**config.mk**
```make
export PLATFORM = sky130hd
export DESIGN_NAME = ffsn_queue
export DESIGN_NICKNAME = d
export VERILOG_FILES = /design/src/design/ffsn_pkg.sv /design/src/design/ffsn_queue.sv
export VERILOG_INCLUDE_DIRS = /design/src /design/src/design
export SDC_FILE = /design/constraint.sdc
export NUM_CORES = 1
export LEC_CHECK = 0
export BUFFER_PORTS_ARGS = -buffer_cell sky130_fd_sc_hd__buf_2
export CAP_MARGIN = 20
export CORE_MARGIN = 8
export CORE_UTILIZATION = 43
export DETAILED_ROUTE_END_ITERATION = 6
export PLACE_DENSITY = 0.65
export SYNTH_ARGS = -nofsm -noshare
export SYNTH_HDL_FRONTEND = slang
export SYNTH_SLANG_ARGS = --single-unit
```
**constraint.sdc**
```tcl
create_clock -name clk -period 4.8 [get_ports clk]
set_clock_uncertainty 0.05 [all_clocks]
set_input_delay 0.72 -clock clk [delete_from_list [all_inputs] [get_ports clk]]
set_output_delay 0.72 -clock clk [all_outputs]
set_load 0.03 [all_outputs]
```
**src/design/format_string_number_formatter_unit_assert.svh**
```systemverilog
// Assertion macros shared by the formatter RTL.
// Depends on nothing; each macro takes the clock and active-low reset names.
`ifndef FORMAT_STRING_NUMBER_FORMATTER_UNIT_ASSERT_SVH
`define FORMAT_STRING_NUMBER_FORMATTER_UNIT_ASSERT_SVH

// antecedent implies consequent in the same cycle
`define FFSN_ASSERT_NOW(label, clk, rst_n, ante, cons) \
    label: assert property (@(posedge clk) disable iff (!rst_n) (ante) |-> (cons)) \
        else $error("ffsn assertion failed");

// antecedent implies consequent in the next cycle
`define FFSN_ASSERT_NEXT(label, clk, rst_n, ante, cons) \
    label: assert property (@(posedge clk) disable iff (!rst_n) (ante) |=> (cons)) \
        else $error("ffsn assertion failed");

`endif

```
**src/design/ffsn_pkg.sv**
```systemverilog
// Shared types and constants for the format string number formatter.
// Used by ffsn_front, ffsn_queue, ffsn_back and the top level; no dependencies.
package ffsn_pkg;

    localparam logic [7:0] CH_PERCENT = 8'h25;
    localparam logic [7:0] CH_C       = 8'h63;
    localparam logic [7:0] CH_D       = 8'h64;
    localparam logic [7:0] CH_I       = 8'h69;
    localparam logic [7:0] CH_U       = 8'h75;
    localparam logic [7:0] CH_LX      = 8'h78;
    localparam logic [7:0] CH_UX      = 8'h58;
    localparam logic [7:0] CH_P       = 8'h70;
    localparam logic [7:0] CH_ZERO    = 8'h30;
    localparam logic [7:0] CH_MINUS   = 8'h2D;
    localparam logic [7:0] CH_LA      = 8'h61;
    localparam logic [7:0] CH_UA      = 8'h41;

    // floor(v / 10) = (v * DIV10_MAGIC) >> DIV10_SHIFT for any 32-bit v
    localparam logic [31:0] DIV10_MAGIC = 32'hCCCC_CCCD;
    localparam int          DIV10_SHIFT = 35;

    // worst case: 16 hex digits of a 64-bit pointer
    localparam int DIG_DEPTH = 16;
    localparam int DIG_IDX_W = 4;
    localparam int DIG_CNT_W = 5;

    typedef enum logic [1:0] {
        OP_CHAR,
        OP_DEC,
        OP_HEX
    } op_t;

    typedef struct packed {
        op_t         op;
        logic        upper;
        logic        neg;
        logic        ptr;
        logic [63:0] value;
    } cmd_t;

    typedef enum logic [2:0] {
        ST_IDLE,
        ST_GEN,
        ST_PRE,
        ST_CHAR,
        ST_DIG
    } state_t;

    function automatic logic [7:0] digit_char(input logic [3:0] d, input logic upper);
        logic [7:0] base;
        if (d < 4'd10)
        begin
            base = CH_ZERO;
        end
        else
        begin
            base = (upper ? CH_UA : CH_LA) - 8'd10;
        end
        return base + {4'b0000, d};
    endfunction

endpackage

```
**src/design/ffsn_queue.sv**
```systemverilog
// Short command queue between front and back ends.
// Depends on ffsn_pkg for the command type.
`include "format_string_number_formatter_unit_assert.svh"

module ffsn_queue
#(
    parameter int DEPTH = 2
)
(
    input  logic              clk,
    input  logic              rst_n,
    input  logic              push,
    input  ffsn_pkg::cmd_t    push_cmd,
    output logic              full,
    input  logic              pop,
    output ffsn_pkg::cmd_t    pop_cmd,
    output logic              empty
);

    localparam int PTR_W = (DEPTH > 1) ? $clog2(DEPTH) : 1;
    localparam int CNT_W = $clog2(DEPTH + 1);
    localparam logic [PTR_W-1:0] PTR_LAST = PTR_W'(DEPTH - 1);
    localparam logic [CNT_W-1:0] CNT_FULL = CNT_W'(DEPTH);

    ffsn_pkg::cmd_t   entry_reg [DEPTH];
    logic [PTR_W-1:0] wr_ptr_reg;
    logic [PTR_W-1:0] rd_ptr_reg;
    logic [CNT_W-1:0] count_reg;

    assign full    = (count_reg == CNT_FULL);
    assign empty   = (count_reg == '0);
    assign pop_cmd = entry_reg[rd_ptr_reg];

    always_ff @(posedge clk)
    begin
        if (push)
        begin
            entry_reg[wr_ptr_reg] <= push_cmd;
        end
    end

    always_ff @(posedge clk or negedge rst_n)
    begin
        if (!rst_n)
        begin
            wr_ptr_reg <= '0;
            rd_ptr_reg <= '0;
            count_reg  <= '0;
        end
        else
        begin
            if (push)
            begin
                wr_ptr_reg <= (wr_ptr_reg == PTR_LAST) ? '0 : wr_ptr_reg + 1'b1;
            end
            if (pop)
            begin
                rd_ptr_reg <= (rd_ptr_reg == PTR_LAST) ? '0 : rd_ptr_reg + 1'b1;
            end
            if (push && !pop)
            begin
                count_reg <= count_reg + 1'b1;
            end
            else if (pop && !push)
            begin
                count_reg <= count_reg - 1'b1;
            end
        end
    end

    `FFSN_ASSERT_NOW(a_no_overflow, clk, rst_n, push, !full)
    `FFSN_ASSERT_NOW(a_no_underflow, clk, rst_n, pop, !empty)
    `FFSN_ASSERT_NOW(a_count_range, clk, rst_n, 1'b1, count_reg <= CNT_FULL)

endmodule

```
======== After elaboration in Yosys (flattened, before gate mapping) ========
Memory sizes are Yosys's and may differ from the RTL's.
Index checks and enable logic that the tools add are counted.
operators by class
  bitwise gates (word level) .............. 0
  multipliers ............................. 0
  add/sub/neg operators ................... 4
  mux-type cells .......................... 6
  $lt $le $gt $ge ......................... 0
  shifts and indexed selects .............. 0
  div/mod/pow operators ................... 0
  equal/unequal tests ..................... 1
  reductions and logical operators ........ 6
operators by type and width
  cell                                              count
  two-way mux 1 bit                                 4
  two-way mux 2 bit                                 2
  adder 1 bit, second input constant                2
  adder 2 x 1 -> 2 bit, second input constant       1
  == test 2 bit, second input constant              1
  logical AND 1 bit                                 2
  zero test 1 bit                                   2
  zero test 2 bit                                   1
  nonzero test 2 bit                                1
  subtractor 2 x 1 -> 2 bit, second input constant  1
storage, ports and cells
  memory bits (read-only) ................. 0
  word-level logic and storage cells ...... 21
  input bits .............................. 73
  memories kept ........................... 1
  flip-flop bits (word level) ............. 4
  bits in writable memories ............... 138
  bits in latches ......................... 0
memories
  name       depth  width  read ports  clocked after Yosys merged registers in  write ports  line              text
  entry_reg  2      69     1           0                                        1            ffsn_queue.sv:25  ffsn_pkg::cmd_t entry_reg [DEPTH];

======== Depth between registers and ports, before layout ========
Gate-level depths: netlist (run 1).
  depth in word-level cells ............... 4
  gate-level depth with buffers ........... 5
  gate-level depth less buffers ........... 5

======== Worst setup path before layout (run 1) ========
No wires, ideal clock.
  kind .................................... input-to-reg
  start point ............................. input port push
  end point ............................... memory entry_reg[0][0] (netlist bit) (enable)
  stages .................................. 1
  library setup time ...................... 505 ps
  buffers on the path ..................... 0
  path slack .............................. 497 ps
  arrival time ............................ 3748 ps
  path through ............................ nor2b_1
between the ends
  word-level cells in the longest chain between the ends .. 2
ends and longest elaborated chain
  item                                     line              text
  start: declaration                       ffsn_queue.sv:12  input logic push,
  two-way mux 1 bit                        ffsn_queue.sv:36  if (push)
  two-way mux 1 bit (not written as such)  ffsn_queue.sv:38  entry_reg[wr_ptr_reg] <= push_cmd;
  end: declaration                         ffsn_queue.sv:25
Every way passes these cells.

==> results of run 1 <==
[per-layer routing]
metal / track usage, % / up-vias
li1: - / 1225
met1: 13.5 / 1274
met2: 20.9 / 88
met3: 4.40 / 13
met4: 6.43 / 0
met5: 0 / -
[cell usage in the layout, fill, tap and decap left out, drive strengths merged]
master,n
nor2,2
xnor2,1
clkbuf,17
dfrtp,4
edfxtp,138
bufinv,7
mux2,69
clkinvlp,1
ha,1
clkinv,6
and2,1
xor2,4
inv,1
buf,146
nor2b,2
[stage by stage]
step	power [mW]	setup WS [ns]	hold WS (ns)	utilization, %
after global placement	3.41	1.96	0.422	50.4
after CTS	4.92	1.47	0.0425	55.7
after global routing	5.05	1.42	0.0496	55.7
final	4.85	1.56	0.0581	55.7
after detailed placement	3.43	1.92	0.439	50.4
after floorplan	3.14	0.497	0.374	-
[final timing paths]
kind                              start                to  depth (start not counted)
max                          rd_ptr_reg       pop_cmd[23]                          3
min                               rst_n      count_reg[1]                          1
max reg2reg                  wr_ptr_reg   entry_reg[0][8]                          2
min reg2reg                count_reg[1]      count_reg[1]                          1
max in group asynchronous         rst_n        rd_ptr_reg                          1
min in group clk           push_cmd[16]  entry_reg[1][16]                          1
[power groups by stage]
stage               sequential [mW]  clock (mW)  combinational, mW
global placement               1.87           0               1.54
finish                         1.84        1.48               1.53
floorplan                      1.74           0               1.40
CTS                            1.85        1.51               1.55
global route                   1.88        1.56               1.61
detailed placement             1.88           0               1.55
[worst register-to-register path: stages, from the launching register on]
cell and delay, ns:
dfrtp_1 0.43, nor2b_4 0.76, buf_4 0.52
[layout make-up]
cell class | count | area [um^2] | area share (%)
Clock buffer | 17 | 425 | 6.07
Timing Repair Buffer | 146 | 738 | 10.5
Clock inverter | 14 | 246 | 3.52
Tap cell | 172 | 215 | 3.07
Multi-Input combinational cell | 80 | 1130 | 16.1
Inverter | 1 | 3.75 | 0.0536
Sequential cell | 142 | 4250 | 60.6
[logic make-up (layout without fill, tap and decap cells)]
logic type	count (synthesis)	count (layout)
simple gates	5	5
buf+inv	9	178
xor+xnor	5	5
fa+ha+maj	1	1
mux	69	69
flops	142	142
==> results.md, run 1 <==
* Status: complete, no violations
* Number of diodes at 0
* Postcts setup bufs at 0
* Routed WL at 10.1 mm
* HP Class: in -> async
* Sequential Power Share at 38.0%
* Nets at 462
* Yosys top cell area share at 75.1%
* Seq/Total Area, Yosys at 76.9%
* Slew HR at 33.0%
* Leakage at 2.86 nW
* Net Sw Power at 1.53 mW
* Cells after DPL at 541
* Fillers at 992
* Crit path required time at 4.03 ns
* Crit path DAT at 2.47 ns
* Critical path peak fanout at 53
* Sw Share at 31.6%
* TritonCTS clock tree: built
* Area post-placement at 0.00633 mm^2
* Critical Path Start Type: flip-flop
* DP Wirelength at 6.80 mm
* Unrepaired setup endpoints after global routing: no
* Fmax at 309 MHz
* Synth Area in Simple Gates at 0.476%
* Largest net degree at the start of global routing at 70
* Cell Area, Synth at 0.00552 mm^2
* Worst-Skew Late Latency at 0.41 ns
* Clk root buf: clkbuf_16
* Longest Clk Path Bufs at 2
* PortBufs at 143
* Final Max Slew Viols at 0
* Routability cong. at 0.730
* DR pass1 iterations at 3
* Adder-cell share of the synthesized area at 0.227%
* FF-to-FF setup slack at 2.68 ns
* Slew @ Worst Pin at 1.01 ns
* Core Region at 0.0126 mm^2
* Slowest CP cell: dfrtp_4
* Chip height at 129 um
* Crit path capture type: output port
* Synth area leaders: edfxtp_1 75%, mux2_4 19%, buf_12 2.5%
* Yosys reg bits at 142
* Mean Syn Cell Area at 23.9 um^2
* CTS Sinks at 142
* Final Cell Area at 0.00701 mm^2
* Buf/Inv on CP at 2
* Setup violators final at 0
* H-tree Lvls at 4
* Worst path cell trace: buf_4 > mux2_4 > buf_2
* Comb pwr share at 31.5%
* Setup TNS Final at 0 ns
* Multiplexer area fraction after synthesis at 18.8%
* Yosys Warn Count at 0
* Routed length on met1 at 4.04 mm
* Die X at 129 um
* Synth Instances at 231
* Via Count at 2600
* Layout cell share with drive strength beyond 1 at 61.3%
* DR vias/cell at 4.55
* Num ports at 144
* Max reg flops at 138
* Met3 wire length at 712 um
* Clock power frac at 30.5%
* Delay of the slowest critical-path stage at 1.07 ns
* Starting density of the core at 43.9%
* Post-synth EDFFs at 138
* Top sig layer: met4
* Die ar. at 0.0167 mm^2
* Post-synth cell types at 12
* Drt drc at 0
* Metal2 WL at 5.14 mm
* Peak supply drop at 0.295 mV
* Clock Pin Slew Worst Setup and Hold Paths at 0.06 ns
* Initial antenna violation count at 0
* WS Path Type: reg -> out
* Total GRT Usage at 12.4%
* Hold buffers post-CTS at 0
* Ys flop type: edfxtp_1
* Most frequent cells after synthesis: 138 x edfxtp_1, 69 x mux2_4, 7 x buf_12
* Post-Syn Nets at 305
* Most common cell in the netlist: edfxtp_1
* Internal at 3.31 mW
* Area delta synth->final at 27.0%
* Post-synth ARST share at 2.82%
* Synth Area in XOR/XNOR at 0.794%
* Power per cell area at 692 mW/mm^2
* Cts repair resizes at 0
* Compound-cell area share of the yosys netlist at 0%
* Largest family of logic cells by synthesized area: multiplexers
* Total CTS buffers at 17
* Number of global-route vias before repair at 2907
* WL/cell at 17.6 um
* Critical path's top delay family: flip-flops
* Post-DRT Antenna Nets at 0
* Final hold vios at 0
* Final min period at 3.24 ns
* Iteration-0 DRC Markers at 114
* Overflow after GRT at 0
* Final cell count without fillers at 572
* Row cnt at 41
* Area leader, netlist: edfxtp_1
* Global-route wire length before repair at 15.0 mm
* Max Cap Viol at 0
* Tcrit/Tclk final at 67.5%
Note: power is estimated with default switching activity, not from simulation.
==> run 2: changes to the inputs <==
- clock period: 4.8 -> 3.3 ns (I/O delays scaled with it)
==> results.md, run 2 (synthesized netlist as in run 1, its figures left out) <==
* Status: complete, no violations
* Die X at 129 um
* Post-DRT Antenna Nets at 0
* Reg2reg start: wr_ptr_reg
* Min-Delay Path Depth at 1
* Drt drc at 0
* Power per cell area at 965 mW/mm^2
* Global-route wire length before repair at 14.6 mm
* Setup violators final at 0
* CTS Sinks at 142
* Worst hold slack at 0.223 ns
* HP Class: in -> reg
* Overflow after GRT at 0
* Slew HR at 35.2%
* Crit path capture type: output port
* Slew @ Worst Pin at 0.972 ns
* WL/cell at 17.7 um
* Area taken by multi-input logic gates at 0.00113 mm^2
* Most common cell after layout, fill and taps aside: buf_2
* Unrepaired setup endpoints after global routing: no
* DP Wirelength at 6.89 mm
* Total CTS buffers at 17
* Layout cell share with drive strength beyond 1 at 60.8%
* Max Cap Viol at 0
* Fmax at 384 MHz
* Final min period at 2.60 ns
* Crit path required time at 2.75 ns
* Critical path peak fanout at 24
* Number of global-route vias before repair at 2766
* H-tree Lvls at 4
* Leakage at 2.82 nW
* Core Region at 0.0126 mm^2
* Final hold vios at 0
* Setup WS pre-CTS at 1.10 ns
* Clock Pin Slew Worst Setup and Hold Paths at 0.05 ns
* Cts repair resizes at 0
* Die ar. at 0.0167 mm^2
* PnR worst setup slack at 0.698 ns
* Worst Hold Launch: push_cmd[67]
* WS Path Type: reg -> out
* DR pass1 iterations at 4
* Worst-Skew Late Latency at 0.40 ns
* Largest net degree at the start of global routing at 70
* TritonCTS clock tree: built
* DR vias/cell at 4.65
* Hold Path Sink: entry_reg[0][67]
* Setup TNS Final at 0 ns
* Num ports at 144
* FF-to-FF setup slack at 1.57 ns
* PortBufs at 143
* Peak supply drop at 0.526 mV
* Crit path DAT at 2.06 ns
* Max reg flops at 138
* Chip height at 129 um
* Via Count at 2670
* Longest Clk Path Bufs at 2
* R2R depth at 1
* Starting density of the core at 43.9%
* Total GRT Usage at 12.1%
* Final Max Slew Viols at 0
* Clk root buf: clkbuf_16
* Routability cong. at 0.722
* Area delta synth->final at 25.1%
* Fillers at 998
* Nets at 464
* Iteration-0 DRC Markers at 179
* Most frequent cells in the layout: 143 x buf_2, 138 x edfxtp_1, 69 x mux2_4
* Row cnt at 41
* Tcrit/Tclk final at 78.9%
* R2r endpoint: entry_reg[1][5]
* Critical Path Start Type: flip-flop
* Routed WL at 10.2 mm
* Initial antenna violation count at 2
* Storage element area at 0.00425 mm^2
[run 2: what timing repair did]
item | 4_1_cts | 5_1_grt
hold endpoints to repair | 4 | 0
hold buffers | 1 | 0
setup buffers | 0 | 0
[run 2: critical path, cell delays in order, from the launching register on]
cell,delay [ns]
dfrtp_4,0.74
buf_4,0.39
mux2_4,0.33
buf_2,0.18
[run 2: per-stage QoR]
step	total power, mW	std cells	area, um^2	util (%)
CTS	6.75	573	6900	54.9
global route	6.93	574	6900	54.9
floorplan	4.56	231	5520	-
finish	6.66	574	6900	54.9
global placement	4.97	542	6350	50.6
detailed placement	5.00	542	6350	50.6
[run 2: worst max path at each step]
| stage | from | to | slack [ns] | depth (start not counted) |
|---|---|---|---|---|
| detailed placement | rd_ptr_reg | pop_cmd[7] | 1.10 | 3 |
| global placement | rd_ptr_reg | pop_cmd[59] | 1.13 | 3 |
| CTS | rd_ptr_reg | pop_cmd[7] | 0.65 | 3 |
| global route | rd_ptr_reg | pop_cmd[20] | 0.60 | 3 |
| finish | rd_ptr_reg | pop_cmd[64] | 0.70 | 3 |
| floorplan | push | entry_reg[0][0] | 0.51 | 1 |
[run 2: power breakdown]
part | total (mW) | internal, mW | switching (mW)
sequential | 2.59 | 2.40 | 0.184
clock | 1.73 | 1.09 | 0.642
combinational | 2.34 | 0.944 | 1.39
[run 2: layout make-up]
| class | instances | share of cell area (%) |
|---|---|---|
| diodes | 1 | 0.0363 |
| clock buffers | 21 | 6.38 |
| clock inverters | 9 | 1.40 |
| inverters | 1 | 0.0544 |
| multi-input cells | 80 | 16.3 |
| flip-flops and latches | 142 | 61.5 |
| well taps | 172 | 3.12 |
| repair buffers | 148 | 11.1 |
[run 2: metal layers]
metal	wire, um	up-vias	GRT usage (%)
met5	13	-	0
met4	182	2	6.84
met3	1000	15	5.79
met2	4790	112	18.6
met1	4190	1315	13.5
li1	-	1226	-
==> run 3: changes to the inputs <==
- clock period: 3.3 -> 2.6 ns (I/O delays scaled with it)
==> results.md, run 3 (synthesized netlist as in run 1, its figures left out) <==
* Status: complete, no violations
* Sequential Power Share at 38.1%
* HP Class: in -> reg
* Crit path capture type: output port
* Slew HR at 64.8%
* Initial antenna violation count at 1
* Crit path DAT at 2.02 ns
* Final hold vios at 0
* Layout cell share with drive strength beyond 1 at 60.5%
* Critical path's top delay family: flip-flops
* Slowest CP cell: dfrtp_4
* Row cnt at 41
* Total GRT Usage at 12.5%
* WL/cell at 17.7 um
* Largest net degree at the start of global routing at 55
* DP Wirelength at 6.91 mm
* CTS Sinks at 142
* Comb pwr share at 34.9%
* Nets at 465
* Via Count at 2625
* Most frequent cells in the layout: 143 x buf_2, 138 x edfxtp_1, 69 x mux2_4
* Postcts setup bufs at 0
* Tcrit/Tclk final at 94.6%
* Stages on worst setup path at 3
* Min-Delay Path Depth at 1
* TritonCTS clock tree: built
* Slew @ Worst Pin at 0.526 ns
* Final Max Slew Viols at 0
* Number of diodes at 0
* Clock Pin Slew Worst Setup and Hold Paths at 0.05 ns
* Delay of the slowest critical-path stage at 0.77 ns
* Peak supply drop at 0.709 mV
* DR vias/cell at 4.57
* Reg2reg start: wr_ptr_reg
* Worst Hold Launch: push_cmd[30]
* Core Region at 0.0126 mm^2
* Power per cell area at 1240 mW/mm^2
* Longest Clk Path Bufs at 2
* Global-route wire length before repair at 15.3 mm
* Routed WL at 10.2 mm
* Chip height at 129 um
* Hold Path Sink: entry_reg[1][30]
* Clock power frac at 27.0%
* Unrepaired setup endpoints after global routing: no
* Buf/Inv on CP at 2
* Power Total at 8.62 mW
* DR pass1 iterations at 4
* Clk root buf: clkbuf_16
* Critical Path Start Type: flip-flop
* R2R depth at 2
* Max Cap Viol at 0
* Area delta synth->final at 26.3%
* Cts repair resizes at 0
* Total CTS buffers at 17
* H-tree Lvls at 4
* Setup TNS Final at 0 ns
* Overflow after GRT at 0
* Max reg flops at 138
* Sw Share at 33.0%
* Leakage at 2.85 nW
* PortBufs at 143
* Number of global-route vias before repair at 2907
* Crit path required time at 2.16 ns
* Most common cell after layout, fill and taps aside: buf_2
* Worst-Skew Late Latency at 0.41 ns
* Die X at 129 um
* Final min period at 2.46 ns
* Drt drc at 0
* Starting density of the core at 43.9%
* Fmax at 407 MHz
* Routability cong. at 0.710
* WS Path Type: reg -> out
* Critical path peak fanout at 25
* FF-to-FF setup slack at 0.93 ns
* Die ar. at 0.0167 mm^2
* Internal at 5.78 mW
* Post-DRT Antenna Nets at 0
* Num ports at 144
* Fillers at 1006
* Iteration-0 DRC Markers at 166
* Worst path cell trace: buf_4 > mux2_4 > buf_2
* R2r endpoint: entry_reg[0][42]
* Net Sw Power at 2.84 mW
* Setup violators final at 0
run 3: changes by cell type in the layout (fill, tap and decap cells not counted), sizes merged:
cell,before,now
clkinv,6,7
buf,147,148
clkinvlp,1,0
diode,1,0
bufinv,2,3
run 3: power groups by stage:
stage          clock [mW]  sequential, mW  combinational [mW]
2_1_floorplan           0            3.20                2.59
3_5_place_dp            0            3.34                3.06
5_1_grt              2.48            3.33                3.18
4_1_cts              2.37            3.30                3.07
6_report             2.33            3.28                3.01
3_3_place_gp            0            3.31                3.05
run 3: worst max path at each step:
stage                     startpoint         endpoint
final                     rd_ptr_reg      pop_cmd[31]
after global routing      rd_ptr_reg      pop_cmd[31]
after CTS                 rd_ptr_reg      pop_cmd[38]
after detailed placement  rd_ptr_reg      pop_cmd[38]
after global placement    rd_ptr_reg      pop_cmd[35]
after floorplan           wr_ptr_reg  entry_reg[1][0]
run 3: routing by layer:
metal / global-route usage [%] / wire, um / vias to the layer above
li1: - / - / 1231
met1: 13.7 / 4290 / 1277
met2: 20.2 / 4840 / 99
met3: 6.49 / 900 / 16
met4: 5.39 / 145 / 2
met5: 0 / 13 / -
run 3: repair_timing:
action | CTS | global route
setup endpoints to repair | 0 | 0
hold buffers | 1 | 0
hold endpoints to repair | 4 | 0
run 3: final cells by class:
type,count,area (um^2),share of cell area [%]
clock inverters,10,121,1.74
multi-input cells,80,1130,16.2
clock buffers,21,440,6.32
repair buffers,149,813,11.7
well taps,172,215,3.09
inverters,1,3.75,0.0539
flip-flops and latches,142,4250,60.9
run 3: metrics by stage:
stage	instances	utilization [%]	hold slack [ns]	area [um^2]	worst slack (ns)
2_1_floorplan	231	-	0.0444	5530	0.0720
3_3_place_gp	543	50.9	0.148	6400	0.574
3_5_place_dp	543	50.9	0.148	6400	0.551
4_1_cts	575	55.5	0.0925	6970	0.100
5_1_grt	575	55.5	0.0883	6970	0.0569
6_report	575	55.5	0.112	6970	0.140
